**config.mk**
```make
export PLATFORM = sky130hd
export DESIGN_NAME = move_to_front_window_list
export DESIGN_NICKNAME = d
export VERILOG_FILES = /design/src/design/mtfw_pkg.sv /design/src/design/mtfw_cell.sv /design/src/design/move_to_front_window_list.sv
export SDC_FILE = /design/constraint.sdc
export NUM_CORES = 1
export LEC_CHECK = 0
export ABC_AREA = 1
export ABC_CLOCK_PERIOD_IN_PS = 4300
export BUFFER_PORTS_ARGS = -buffer_cell sky130_fd_sc_hd__buf_2
export CAP_MARGIN = 20
export CELL_PAD_IN_SITES_DETAIL_PLACEMENT = 1
export CELL_PAD_IN_SITES_GLOBAL_PLACEMENT = 1
export CORE_MARGIN = 2
export CORE_UTILIZATION = 50
export CTS_BUF_LIST = sky130_fd_sc_hd__clkbuf_8
export DETAILED_ROUTE_END_ITERATION = 12
export PLACE_DENSITY_LB_ADDON = 0.1
export SLEW_MARGIN = 0
export SYNTH_ARGS = -nofsm -noshare
export SYNTH_HDL_FRONTEND = slang
export SYNTH_HIERARCHICAL = 1
export SYNTH_SLANG_ARGS = --single-unit
```
**constraint.sdc**
```tcl
create_clock -name clk_i -period 4.3 [get_ports clk_i]
set_input_delay 0.43 -clock clk_i [delete_from_list [all_inputs] [get_ports clk_i]]
set_output_delay 0.43 -clock clk_i [all_outputs]
set_load 0.005 [all_outputs]
```
**src/design/mtfw_pkg.sv**
```systemverilog
// mtfw_pkg: shared types and codes for the move-to-front window list
// request/response beat structs, request and status codes, cell control
// no dependencies
`timescale 1ns / 1ps

package mtfw_pkg;

  // default list depth
  localparam int unsigned DefaultCapacity = 16;

  localparam int unsigned IdWidth     = 16;
  localparam int unsigned CountWidth  = 5;
  localparam int unsigned ReqWidth    = 2;
  localparam int unsigned StatusWidth = 2;

  // request kinds
  typedef enum logic [ReqWidth-1:0] {
    REQ_OPEN   = 2'd0,
    REQ_SWITCH = 2'd1,
    REQ_CLOSE  = 2'd2,
    REQ_NONE   = 2'd3
  } req_type_e;

  // response status codes
  typedef enum logic [StatusWidth-1:0] {
    ST_OK        = 2'd0,
    ST_NOT_FOUND = 2'd1,
    ST_FULL      = 2'd2,
    ST_EMPTY     = 2'd3
  } status_e;

  // what a cell loads on a commit cycle
  typedef enum logic [1:0] {
    CELL_HOLD       = 2'd0,
    CELL_LOAD_LEFT  = 2'd1,
    CELL_LOAD_RIGHT = 2'd2
  } cell_op_e;

  typedef struct packed {
    logic     cmp_en;
    cell_op_e op;
  } cell_ctrl_t;

  // input beat
  typedef struct packed {
    logic [ReqWidth-1:0] req_type;
    logic [IdWidth-1:0]  window_id;
  } req_t;

  // output beat
  typedef struct packed {
    logic [IdWidth-1:0]     front_id;
    logic [CountWidth-1:0]  entry_count;
    logic [StatusWidth-1:0] status;
  } rsp_t;

endpackage

```
**src/design/mtfw_cell.sv**
```systemverilog
// mtfw_cell: one list slot, holds an id and a registered match flag
// shifts toward either neighbor on command
// depends on mtfw_pkg
`timescale 1ns / 1ps

module mtfw_cell (
  input  logic                        clk_i,
  input  mtfw_pkg::cell_ctrl_t        ctrl_i,
  input  logic                        valid_i,
  input  logic [mtfw_pkg::IdWidth-1:0] req_id_i,
  input  logic [mtfw_pkg::IdWidth-1:0] left_id_i,
  input  logic [mtfw_pkg::IdWidth-1:0] right_id_i,
  output logic [mtfw_pkg::IdWidth-1:0] id_o,
  output logic                        hit_o
);
  import mtfw_pkg::*;

  logic [IdWidth-1:0] id_q, id_d;
  logic               hit_q, hit_d;

  // slot contents move left, right or stay
  always_comb begin
    case (ctrl_i.op)
      CELL_LOAD_LEFT:  id_d = left_id_i;
      CELL_LOAD_RIGHT: id_d = right_id_i;
      default:         id_d = id_q;
    endcase
  end

  // compare against the pending request id
  assign hit_d = ctrl_i.cmp_en ? (valid_i && (id_q == req_id_i)) : hit_q;

  always_ff @(posedge clk_i) begin
    id_q  <= id_d;
    hit_q <= hit_d;
  end

  assign id_o  = id_q;
  assign hit_o = hit_q;

endmodule

```
**src/design/move_to_front_window_list.sv**
```systemverilog
// move_to_front_window_list: top level of the move-to-front window list
// a row of mtfw_cell slots plus the request sequencer and output register
// depends on mtfw_pkg and mtfw_cell
`timescale 1ns / 1ps

// Usage
//   Input channel in_valid_i/in_ready_o carries one request beat (req_type,
//   window_id). Output channel out_valid_o/out_ready_i returns one response
//   beat per request (front_id, entry_count, status), in request order.
//   Each request passes a match state (S_MATCH), where every slot compares its
//   id with the request in parallel and registers a match flag, and then a
//   commit state (S_APPLY), where the first match is picked out of the flag
//   vector and the slots shift toward or away from the front. The response is
//   loaded into the output register on the commit cycle, after the request
//   latch and the registered match flags. A new request is accepted on the
//   commit cycle, so the list takes the next request while committing the last.
//   The commit waits while the output register still holds a beat that the
//   receiver has not taken; no request is accepted during that wait.
//   Reset empties the list (count zero) and clears the handshake state;
//   slot contents are not cleared, they are never read past the count.
//   Ids may repeat; switch and close act on the copy nearest the front.

module move_to_front_window_list #(
  parameter int unsigned CAPACITY = mtfw_pkg::DefaultCapacity
) (
  input  logic           clk_i,
  input  logic           rst_ni,
  input  logic           in_valid_i,
  output logic           in_ready_o,
  input  mtfw_pkg::req_t in_data_i,
  output logic           out_valid_o,
  input  logic           out_ready_i,
  output mtfw_pkg::rsp_t out_data_o
);
  import mtfw_pkg::*;

  localparam int unsigned CntW = $clog2(CAPACITY + 1);

  // sequencer states
  typedef enum logic [2:0] {
    S_IDLE  = 3'b001,
    S_MATCH = 3'b010,
    S_APPLY = 3'b100
  } state_e;

  state_e state_q, state_d;

  req_t            req_q;
  logic [CntW-1:0] count_q, count_d;
  logic            out_valid_q;
  rsp_t            out_data_q;

  logic out_free, commit, accept;

  logic [CAPACITY-1:0] hit, first, below, valid;
  logic                found;
  logic [IdWidth-1:0]  cell_id [CAPACITY];
  cell_ctrl_t          cell_ctrl [CAPACITY];

  logic [IdWidth-1:0] front_d;
  status_e            status_d;
  logic               full;

  assign out_free   = !out_valid_q || out_ready_i;
  assign commit     = (state_q == S_APPLY) && out_free;
  assign in_ready_o = (state_q == S_IDLE) || commit;
  assign accept     = in_valid_i && in_ready_o;

  // next state
  always_comb begin
    state_d = state_q;
    unique case (state_q)
      S_IDLE:  if (in_valid_i) state_d = S_MATCH;
      S_MATCH: state_d = S_APPLY;
      S_APPLY: begin
        if (out_free) state_d = in_valid_i ? S_MATCH : S_IDLE;
      end
      default: state_d = S_IDLE;
    endcase
  end

  always_ff @(posedge clk_i or negedge rst_ni) begin
    if (!rst_ni) begin
      state_q <= S_IDLE;
    end else begin
      state_q <= state_d;
    end
  end

  // request latch
  always_ff @(posedge clk_i) begin
    if (accept) req_q <= in_data_i;
  end

  // first match in the flag vector
  assign found = |hit;
  assign first = hit & (~hit + CAPACITY'(1));
  assign below = first - CAPACITY'(1);
  assign full  = (count_q >= CntW'(CAPACITY));

  // per-slot commands
  always_comb begin
    for (int i = 0; i < CAPACITY; i++) begin
      cell_ctrl[i].cmp_en = (state_q == S_MATCH);
      cell_ctrl[i].op     = CELL_HOLD;
      if (commit) begin
        case (req_type_e'(req_q.req_type))
          REQ_OPEN: begin
            if (!full) cell_ctrl[i].op = CELL_LOAD_LEFT;
          end
          REQ_SWITCH: begin
            if (found && (below[i] || first[i])) cell_ctrl[i].op = CELL_LOAD_LEFT;
          end
          REQ_CLOSE: begin
            if (found && !below[i]) cell_ctrl[i].op = CELL_LOAD_RIGHT;
          end
          default: cell_ctrl[i].op = CELL_HOLD;
        endcase
      end
    end
  end

  // slot row
  for (genvar g = 0; g < CAPACITY; g++) begin : g_cell
    logic [IdWidth-1:0] left_id, right_id;

    assign valid[g] = (count_q > CntW'(g));

    if (g == 0) begin : g_head
      assign left_id = req_q.window_id;
    end else begin : g_body
      assign left_id = cell_id[g-1];
    end

    if (g == CAPACITY - 1) begin : g_tail
      assign right_id = '0;
    end else begin : g_inner
      assign right_id = cell_id[g+1];
    end

    mtfw_cell u_cell (
      .clk_i      (clk_i),
      .ctrl_i     (cell_ctrl[g]),
      .valid_i    (valid[g]),
      .req_id_i   (req_q.window_id),
      .left_id_i  (left_id),
      .right_id_i (right_id),
      .id_o       (cell_id[g]),
      .hit_o      (hit[g])
    );
  end

  // count, front and status after the request
  always_comb begin
    count_d  = count_q;
    front_d  = cell_id[0];
    status_d = ST_OK;
    case (req_type_e'(req_q.req_type))
      REQ_OPEN: begin
        if (full) begin
          status_d = ST_FULL;
        end else begin
          count_d = count_q + CntW'(1);
          front_d = req_q.window_id;
        end
      end
      REQ_SWITCH: begin
        if (found) front_d = req_q.window_id;
        else       status_d = ST_NOT_FOUND;
      end
      REQ_CLOSE: begin
        if (found) begin
          count_d = count_q - CntW'(1);
          if (first[0]) front_d = cell_id[1];
          if (count_q == CntW'(1)) status_d = ST_EMPTY;
        end else begin
          status_d = ST_NOT_FOUND;
        end
      end
      default: status_d = ST_OK;
    endcase
    if (count_d == '0) front_d = '0;
  end

  always_ff @(posedge clk_i or negedge rst_ni) begin
    if (!rst_ni) begin
      count_q <= '0;
    end else if (commit) begin
      count_q <= count_d;
    end
  end

  // output register
  always_ff @(posedge clk_i or negedge rst_ni) begin
    if (!rst_ni) begin
      out_valid_q <= 1'b0;
    end else if (commit) begin
      out_valid_q <= 1'b1;
    end else if (out_ready_i) begin
      out_valid_q <= 1'b0;
    end
  end

  always_ff @(posedge clk_i) begin
    if (commit) begin
      out_data_q.front_id    <= front_d;
      out_data_q.entry_count <= CountWidth'(count_d);
      out_data_q.status      <= status_d;
    end
  end

  assign out_valid_o = out_valid_q;
  assign out_data_o  = out_data_q;

endmodule
```
* Yosys cells after proc, flatten, opt, wreduce, memory -nomap -nowiden *
Index checks and enable logic that the tools add are counted.

word-level totals
  word-level logic and storage cells = 325
  register bits = 322

cells by class
  mux-type cells = 100
  reduce and logical (&&, ||, !) cells = 106
  $lt $le $gt $ge = 17
  bitwise gates (word level) = 2
  add/sub/neg operators = 4
  equality and inequality tests = 56

operators by type and width
  kind                   number
  $pmux 16 s2            16
  $eq 16x16->1           16
  $pmux 2 s3             17
  $mux 2                 36
  $mux 16                4
  $logic_and 1x1->1      50
  $pmux 16 s3            1
  $gt 5x4->1 const B     8
  $eq 2x1->1 const B     17
  $eq 2x2->1 const B     17
  $reduce_bool 2->1      17
  $gt 5x3->1 const B     4
  $mux 1                 20
  $logic_or 1x1->1       18
  $logic_not 1->1        17
  $add 16x1->16 const B  1
  $and 16x16->16         1
  $not 16->16            1
  $reduce_or 16->1       1
  $sub 16x1->16 const B  1
  $gt 5x1->1 const B     2
  $gt 5x2->1 const B     2
  $mux 5                 2
  $pmux 5 s2             1
  13 further kinds       15

* Depth between registers and ports, before layout *
Gate-level depths: netlist of run 1.

  depth in word-level cells = 11
  mapped depth = 15
  depth with buffers taken out = 12

* Hierarchy *
Netlist of run 1, hierarchy kept.

by module, submodules not included
  module                             times used  cells an instance  area each (um^2)  seq. area each (um^2)
  mtfw_cell (g_cell[15].u_cell ...)  10          105                1059.8            510.5
  mtfw_cell (g_cell[0].u_cell ...)   6           105                1068.5            510.5
  move_to_front_window_list          1           500                3674.8            1457.6

* Worst setup path before layout of run 1 *
OpenSTA, ideal clock, no wires.

  path type = register -> register
  start = reg state_q[0]
  end = reg req_q (netlist bit g_cell[0].left_id[0]) (enable)
  setup time = 0.421 ns
  cell stages (with the launch flop) = 6
  path slack = 0.582 ns
  data required time = 3.879 ns
  arrival = 3.297 ns
  clock period less this slack = 3.718 ns
  cell sequence = dfstp_2 -> nor3_1 -> inv_1 -> nor2_2 -> clkinv_1 -> a21boi_0

on the way
  longest elaborated chain between the ends = 4

RTL lines
  element                   RTL line                         text
  start: declaration        move_to_front_window_list.sv:46  state_e state_q, state_d;
  start signal: assignment  move_to_front_window_list.sv:86  state_q <= state_d;
  $eq 3x3->1                move_to_front_window_list.sv:65  assign commit = (state_q == S_APPLY) && out_free;
  $logic_and 1x1->1         move_to_front_window_list.sv:65
  via commit                move_to_front_window_list.sv:53  logic out_free, commit, accept;
  $logic_or 1x1->1          move_to_front_window_list.sv:66  assign in_ready_o = (state_q == S_IDLE) || commit;
  $logic_and 1x1->1         move_to_front_window_list.sv:67  assign accept = in_valid_i && in_ready_o;
  via accept                move_to_front_window_list.sv:53
  end signal: assignment    move_to_front_window_list.sv:92  if (accept) req_q <= in_data_i;
  end: declaration          move_to_front_window_list.sv:48  req_t req_q;

The timed path passes the listed nets, and every way through them passes these cells.
A chain may end at the register's enable or synchronous reset.

==> metrics.log, run 1 <==
[metrics] run status: complete, no violations
[metrics] Internal Pwr Total: 5.98 mW
[metrics] CTS sink cnt: ~320
[metrics] First DRT Iteration DRCs: 945
[metrics] power per cell area: between 400 and 500 nW/um^2
[metrics] fraction of power consumed by the clock network: 29.1%
[metrics] VDD IR max: 0.290 mV
[metrics] Resized cells post-CTS: 0
[metrics] Highest Clock Rate: 286 MHz
[metrics] initial cell density of the core: 50.7%
[metrics] Post-route DRC: 0
[metrics] number of cells produced by synthesis: around 2200
[metrics] final standard cell count with taps included and fillers excluded: 2880
[metrics] Root Buffer: clkbuf_8
[metrics] cell row count: 74
[metrics] DRT Wirelength: roughly 61000 um
[metrics] chip width: 207 um
[metrics] critical-path maximum fanout: 16
[metrics] placeable core region: ~41000 um^2
[metrics] DR vias: 15600
[metrics] length of the first detailed-routing pass in iterations: 5
[metrics] Slew Limit Headroom: 30.3%
[metrics] Critical Path End Type: flop
[metrics] part of the cycle the worst path needs: roughly four fifths
[metrics] deepest level of the CTS H-tree: 2
[metrics] # hold bufs at CTS: 20
[metrics] wire length of the first global-routing pass: 93600 um
[metrics] Min Clock Period, post-route: 3.49 ns
[metrics] fillers: 4680
[metrics] clock input transition at the sequential cells of the worst setup and hold paths: 0.06 ns
[metrics] vertical die dimension: 207 um
[metrics] post-CTS setup repair buffer count: 0
[metrics] fraction of post-synthesis cell area in the top cell type by area: a little under half
[metrics] Die Area: 43000 um^2
[metrics] accumulated negative setup slack: 0 ns
[metrics] number of clock buffers inserted by TritonCTS: 56
[metrics] worst endpoint data arrival time: 3.76 ns
[metrics] relative contribution of combinational cells to total power: 28.1%
[metrics] number of I/O port buffers: 46
[metrics] number of warning messages in the yosys log: 6
[metrics] type of the worst setup path: reg -> reg
[metrics] Fin Clk Skew: around 0.055 ns
[metrics] required time of the worst setup path: approximately 4.6 ns
[metrics] mapped cell area: around 21000 um^2
[metrics] growth of design area from synthesis to finish: 9.29%
[metrics] sequential-to-total area share from yosys stat: between 40% and 50%
[metrics] share of cells above drive strength 1: 18.4%
[metrics] number of global-route vias before repair: 16000
[metrics] library cells used by synthesis: 38
[metrics] total placed cells including tap cells: 2760
[metrics] net count of the finished layout: 2364
[metrics] number of synthesized flops with an enable pin: 313
[metrics] proportion of synthesized flip-flops having asynchronous set or reset: 2.80%
[metrics] aggregate global-route resource usage: between 20 and 30%
[metrics] global route overflow: 0
[metrics] number of setup violations in the final report: 0
[metrics] Max clock buf depth: 3
[metrics] mean post-synth cell area: approximately 9.5 um^2
[metrics] number of max-cap violations: 0
[metrics] switching power share of the total: 35.8%
[metrics] dominant cell type by area after synthesis: edfxtp_1
[metrics] worst skew pair latency: 0.68 ns
[metrics] largest net degree at the start of global routing: 35
[metrics] number of hold violations in the final report: 0
[metrics] total count of max-transition violations in the final report: 0
[metrics] biggest area contributors in the synthesized netlist: edfxtp_1 (45%), mux2_4 (12%), nand2_1 (10%)
[metrics] number of primary I/O pins: 47
[metrics] flip-flop and latch count after synthesis: ~320
[metrics] diodes inserted: 0
[metrics] proportion of power drawn by flip-flops and latches: ~43%
[metrics] switching component of the power: about 3.3 mW
[metrics] transition time at the pin with the least slew margin: approximately 1.0 ns
[metrics] initial antenna violation count: 1
[metrics] minimum hold slack: 0.0679 ns
[metrics] RSZ-0062 raised after global routing: false
[metrics] per-cell via count in the routed design: 5.40
[metrics] leakage power: 10.4 nW
[metrics] element type at the critical path start: flop
[metrics] storage element area: 9630 um^2
[metrics] wire length per cell after detailed routing: 21.2 um
[metrics] HPWL reported at the end of detailed placement: 44900 um
[metrics] global placement routability congestion: 0.916
[metrics] post-route antenna net violation count: 0
[metrics] multi-input combinational cell area: 8990 um^2
[metrics] top flip-flop cell by instance count after synthesis: edfxtp_1
[metrics] class of the most critical hold timing path: in -> reg
[metrics] TritonCTS clock tree: done
per-stage QoR:
stage | power (mW) | utilization, % | worst slack [ns] | cell area [um^2]
2_1_floorplan | 5.72 | - | 0.582 | 20700
3_3_place_gp | 6.46 | 52.2 | 0.960 | 21300
3_5_place_dp | 6.61 | 52.2 | 0.857 | 21300
4_1_cts | 9.36 | 55.3 | 0.803 | 22600
5_1_grt | 9.83 | 55.4 | 0.598 | 22600
6_report | 9.32 | 55.4 | 0.806 | 22600
cell usage in the layout, fill, tap and decap left out, types with 5 or more instances in the layout:
master | netlist | final
o211ai_1 | 8 | 8
conb_1 | 1 | 16
buf_2 | 7 | 46
dlygate4sd3_1 | 0 | 20
o22ai_1 | 27 | 27
o21ai_0 | 52 | 52
buf_4 | 1 | 40
a21boi_0 | 8 | 7
edfxtp_1 | 313 | 313
clkbuf_8 | 0 | 62
a21oi_1 | 43 | 43
ha_1 | 35 | 35
clkinv_1 | 2 | 6
dfrtp_1 | 8 | 8
nand3_1 | 60 | 60
nor3_1 | 14 | 13
inv_1 | 400 | 425
mux2_4 | 160 | 160
nor2_1 | 219 | 219
mux2_2 | 96 | 96
nor2_2 | 5 | 5
nand2_1 | 575 | 575
xor2_1 | 65 | 65
xnor2_1 | 12 | 12
worst max-delay path: stages (launching register included):
cell and delay (ns):
edfxtp_1 0.52, nor2_2 0.59, nand2_1 0.11, buf_4 0.24, nand2_2 0.19, nand2_2 0.28
a21oi_1 0.26, inv_1 0.07, ha_1 0.28, inv_1 0.51
sequential cells by signal, summed over array words and instances (netlist names):
| signal | count |
|---|---|
| count_q | 5 |
| g_cell.u_cell/hit_o | 16 |
| g_cell.left_id | 16 |
| state_q | 3 |
| req_q | 2 |
| out_valid_o | 1 |
| out_data_o | 23 |
| g_cell.u_cell/id_o | 256 |
power groups by stage:
stage | registers (mW) | clock network (mW) | logic (mW)
3_3_place_gp | 4.05 | 0 | 2.41
4_1_cts | 4.00 | 2.78 | 2.58
6_report | 3.99 | 2.71 | 2.62
3_5_place_dp | 4.06 | 0 | 2.55
5_1_grt | 4.01 | 2.90 | 2.92
2_1_floorplan | 4.06 | 0 | 1.66
area by class of cell:
| class | count | share of cell area (%) |
|---|---|---|
| sequential | 322 | 42.6 |
| multi-input combinational | 1417 | 39.8 |
| inverter | 403 | 6.69 |
| clock buffer | 62 | 3.78 |
| timing repair buffer | 107 | 3.35 |
| tap | 532 | 2.94 |
| clock inverter | 37 | 0.897 |
layer usage:
layer | track usage (%) | vias up | wire length, um
li1 | - | 7262 | -
met5 | 0 | - | 0
met1 | 40.2 | 7780 | 28300
met2 | 45.3 | 412 | 28200
met3 | 3.92 | 100 | 3150
met4 | 7.64 | 0 | 1380
path summary, 6_finish.rpt:
kind | startpoint | endpoint | slack (ns) | cells past startpoint
setup / recovery | req_q[16] | g_cell[8].u_cell/id_o[1] | 0.81 | 9
hold / removal | out_ready_i | out_valid_o | 0.07 | 4
setup reg to reg | req_q[16] | g_cell[8].u_cell/id_o[1] | 0.81 | 9
hold reg to reg | g_cell[15].u_cell/id_o[13] | g_cell[14].u_cell/id_o[13] | 0.62 | 1
max in group asynchronous | rst_ni | state_q[0] | 3.87 | 2
min in group asynchronous | rst_ni | out_valid_o | 0.17 | 2
Yosys cell counts, types with 5 or more instances:
| cell | number |
|---|---|
| nand2_1 | 575 |
| inv_1 | 400 |
| edfxtp_1 | 313 |
| nor2_1 | 219 |
| mux2_4 | 160 |
| mux2_2 | 96 |
| xor2_1 | 65 |
| nand3_1 | 60 |
| o21ai_0 | 52 |
| a21oi_1 | 43 |
| ha_1 | 35 |
| o22ai_1 | 27 |
| buf_6 | 20 |
| buf_12 | 16 |
| nor3_1 | 14 |
| xnor2_1 | 12 |
| a21boi_0 | 8 |
| dfrtp_1 | 8 |
| o211ai_1 | 8 |
| buf_2 | 7 |
| clkbuf_1 | 7 |
| nor2_2 | 5 |
cells by family (layout without fill, tap and decap cells):
kind of cell | after synthesis | count (layout) | synth area share (%)
compound gates | 146 | 146 | 3.98
flops | 322 | 322 | 46.5
mux | 256 | 256 | 16.8
buf+inv | 456 | 609 | 10.3
simple gates | 887 | 887 | 16.9
xor+xnor | 77 | 77 | 3.26
other cells | 1 | 16 | 0.0181
fa+ha+maj | 35 | 35 | 2.12
(Power assumes the default switching activity.)
==> run 2: changes to the inputs <==
--- a/config.mk
+++ b/config.mk
@@ -6,7 +6,7 @@
 export NUM_CORES = 1
 export LEC_CHECK = 0
 export ABC_AREA = 1
-export ABC_CLOCK_PERIOD_IN_PS = 4300
+export ABC_CLOCK_PERIOD_IN_PS = 3660
 export BUFFER_PORTS_ARGS = -buffer_cell sky130_fd_sc_hd__buf_2
 export CAP_MARGIN = 20
 export CELL_PAD_IN_SITES_DETAIL_PLACEMENT = 1
==> constraint.sdc (replaced) <==
create_clock -name clk_i -period 3.66 [get_ports clk_i]
set_input_delay 0.366 -clock clk_i [delete_from_list [all_inputs] [get_ports clk_i]]
set_output_delay 0.366 -clock clk_i [all_outputs]
set_load 0.005 [all_outputs]
==> metrics.log, run 2 (same netlist as run 1, synthesis figures left out) <==
[metrics] worst setup path endpoint: g_cell[11].u_cell/id_o[14]
[metrics] run status: complete, no violations
[metrics] worst reg2reg path endpoint: g_cell[11].u_cell/id_o[14]
[metrics] class of the most critical hold timing path: in -> reg
[metrics] global route overflow: 0
[metrics] number of primary I/O pins: 47
[metrics] net count of the finished layout: between 2000 and 2500
[metrics] element type at the critical path start: flop
[metrics] HPWL reported at the end of detailed placement: between 40000 and 50000 um
[metrics] stage delay of the slowest cell on the critical path: 0.76 ns
[metrics] RSZ-0062 raised after global routing: false
[metrics] power per cell area: 495 nW/um^2
[metrics] global placement routability congestion: 0.866
[metrics] slowest library cell on the worst path: ha_1
[metrics] Resized cells post-CTS: 0
[metrics] part of the cycle the worst path needs: 91.8%
[metrics] multi-input combinational cell area: 8990 um^2
[metrics] required time of the worst setup path: 4.06 ns
[metrics] sum of buffers and inverters on the critical path: 0
[metrics] total count of max-transition violations in the final report: 0
[metrics] number of clock buffers inserted by TritonCTS: 57
[metrics] register-to-register setup slack: 0.30 ns
[metrics] Min Clock Period, post-route: 3.36 ns
[metrics] vertical die dimension: 207 um
[metrics] Max clock buf depth: 3
[metrics] aggregate global-route resource usage: 28.3%
[metrics] number of global-route vias before repair: 16100
[metrics] number of I/O port buffers: 46
[metrics] Crit Reg-Reg Startpoint: g_cell[5].u_cell/hit_o
[metrics] CTS sink cnt: around 320
[metrics] storage element area: 9630 um^2
[metrics] worst skew pair latency: between 0.6 and 0.7 ns
[metrics] kind of cell with the highest combined delay on the critical path: simple AND/OR/NAND/NOR gates
[metrics] Post-route DRC: 0
[metrics] number of hold violations in the final report: 0
[metrics] First DRT Iteration DRCs: 1133
[metrics] post-CTS setup repair buffer count: 0
[metrics] number of setup violations in the final report: 0
[metrics] placeable core region: 40800 um^2
[metrics] transition time at the pin with the least slew margin: around 1.1 ns
[metrics] TritonCTS clock tree: done
[metrics] diodes inserted: 0
[metrics] Root Buffer: clkbuf_8
[metrics] Slew Limit Headroom: between 20 and 30%
[metrics] deepest level of the CTS H-tree: 2
[metrics] commonest non-fill, non-tap cell in the layout: nand2_1
[metrics] wire length per cell after detailed routing: 21.1 um
[metrics] cell row count: 74
[metrics] number of max-cap violations: 0
[metrics] growth of design area from synthesis to finish: 9.66%
[metrics] length of the first detailed-routing pass in iterations: 7
[metrics] most frequent cells in the layout: nand2_1 (575), inv_1 (415), edfxtp_1 (313)
[metrics] crit-path cells: nor2_1, nand2_1, nor2_4, nand2_1, nor2_1, nand2_1, ha_1, nor2_1, ha_1, mux2_2
[metrics] type of the worst setup path: reg -> reg
[metrics] Highest Clock Rate: just under 300 MHz
[metrics] chip width: 207 um
[metrics] Die Area: approximately 43000 um^2
[metrics] number of flip-flops in the largest register: 256
[metrics] initial cell density of the core: 50.7%
[metrics] per-cell via count in the routed design: 5.38
[metrics] post-route antenna net violation count: 0
[metrics] cell area after placement: 21300 um^2
[metrics] worst endpoint data arrival time: 3.76 ns
[metrics] clock input transition at the sequential cells of the worst setup and hold paths: 0.06 ns
[metrics] DRT Wirelength: 60900 um
[metrics] Critical Path End Type: flop
[metrics] initial antenna violation count: 1
[metrics] accumulated negative setup slack: 0 ns
[metrics] wire length of the first global-routing pass: roughly 94000 um
[metrics] VDD IR max: between 0.3 and 0.4 mV
[metrics] DR vias: 15500
[metrics] share of cells above drive strength 1: 18.9%
[metrics] largest net degree at the start of global routing: 35
[metrics] # hold bufs at CTS: 20
[metrics] leakage power: 10.4 nW
[metrics] total number of cells along the worst setup path: 10
[metrics] fillers: 4693
[metrics] worst setup path startpoint: g_cell[5].u_cell/hit_o
[metrics] Fin Clk Skew: 0.0529 ns
[metrics] FF-to-FF path depth: 10
[metrics] critical-path maximum fanout: 16
[metrics] post-route standard cell area excluding fillers: 22700 um^2
run 2: stage by stage:
step | power, mW | worst slack [ns] | utilization, % | hold WS (ns) | instances
after floorplan | 6.72 | 0.433 | - | 0.0704 | 2195
after global placement | 7.61 | 0.478 | 52.1 | 0.230 | 2756
after detailed placement | 7.80 | 0.302 | 52.2 | 0.241 | 2757
after CTS | 11.3 | 0.305 | 55.5 | 0.0278 | 2885
after global routing | 11.8 | 0.0571 | 55.5 | 0.0822 | 2885
final | 11.2 | 0.299 | 55.5 | 0.0767 | 2885
run 2: metal layers:
layer | vias to the layer above | GRT usage [%] | share of wire, %
met3 | 91 | 3.96 | 5.8
met5 | - | 0 | 0.021
li1 | 7265 | - | -
met2 | 444 | 44.9 | 45
met4 | 2 | 8.30 | 2.4
met1 | 7706 | 40.5 | 47
run 2: worst reg2reg max path, cell delays in order, from the launching register on:
cell	delay [ns]
edfxtp_1	0.41
nor2_1	0.20
nand2_1	0.14
nor2_4	0.26
nand2_1	0.13
nor2_1	0.28
nand2_1	0.10
ha_1	0.30
nor2_1	0.10
ha_1	0.76
mux2_2	0.43
run 2: worst min-delay path by stage:
stage | from | endpoint | cells past startpoint
after floorplan | rst_ni | count_q[0] | 0
after global placement | rst_ni | state_q[2] | 1
after detailed placement | rst_ni | state_q[1] | 1
after CTS | out_ready_i | out_valid_o | 4
after global routing | out_ready_i | out_valid_o | 4
final | out_ready_i | out_valid_o | 4
run 2: cell type report:
cell class,instances,share of cell area (%)
sequential,322,42.4
multi-input combinational,1417,39.6
clock inverter,44,1.25
tap,532,2.93
clock buffer,64,3.88
timing repair buffer,103,3.21
inverter,403,6.67
run 2: report_power, final:
| group | switching, mW | internal (mW) |
|---|---|---|
| clock | 1.62 | 1.83 |
| sequential | 0.375 | 4.37 |
| combinational | 1.99 | 1.06 |
| total | 3.98 | 7.25 |
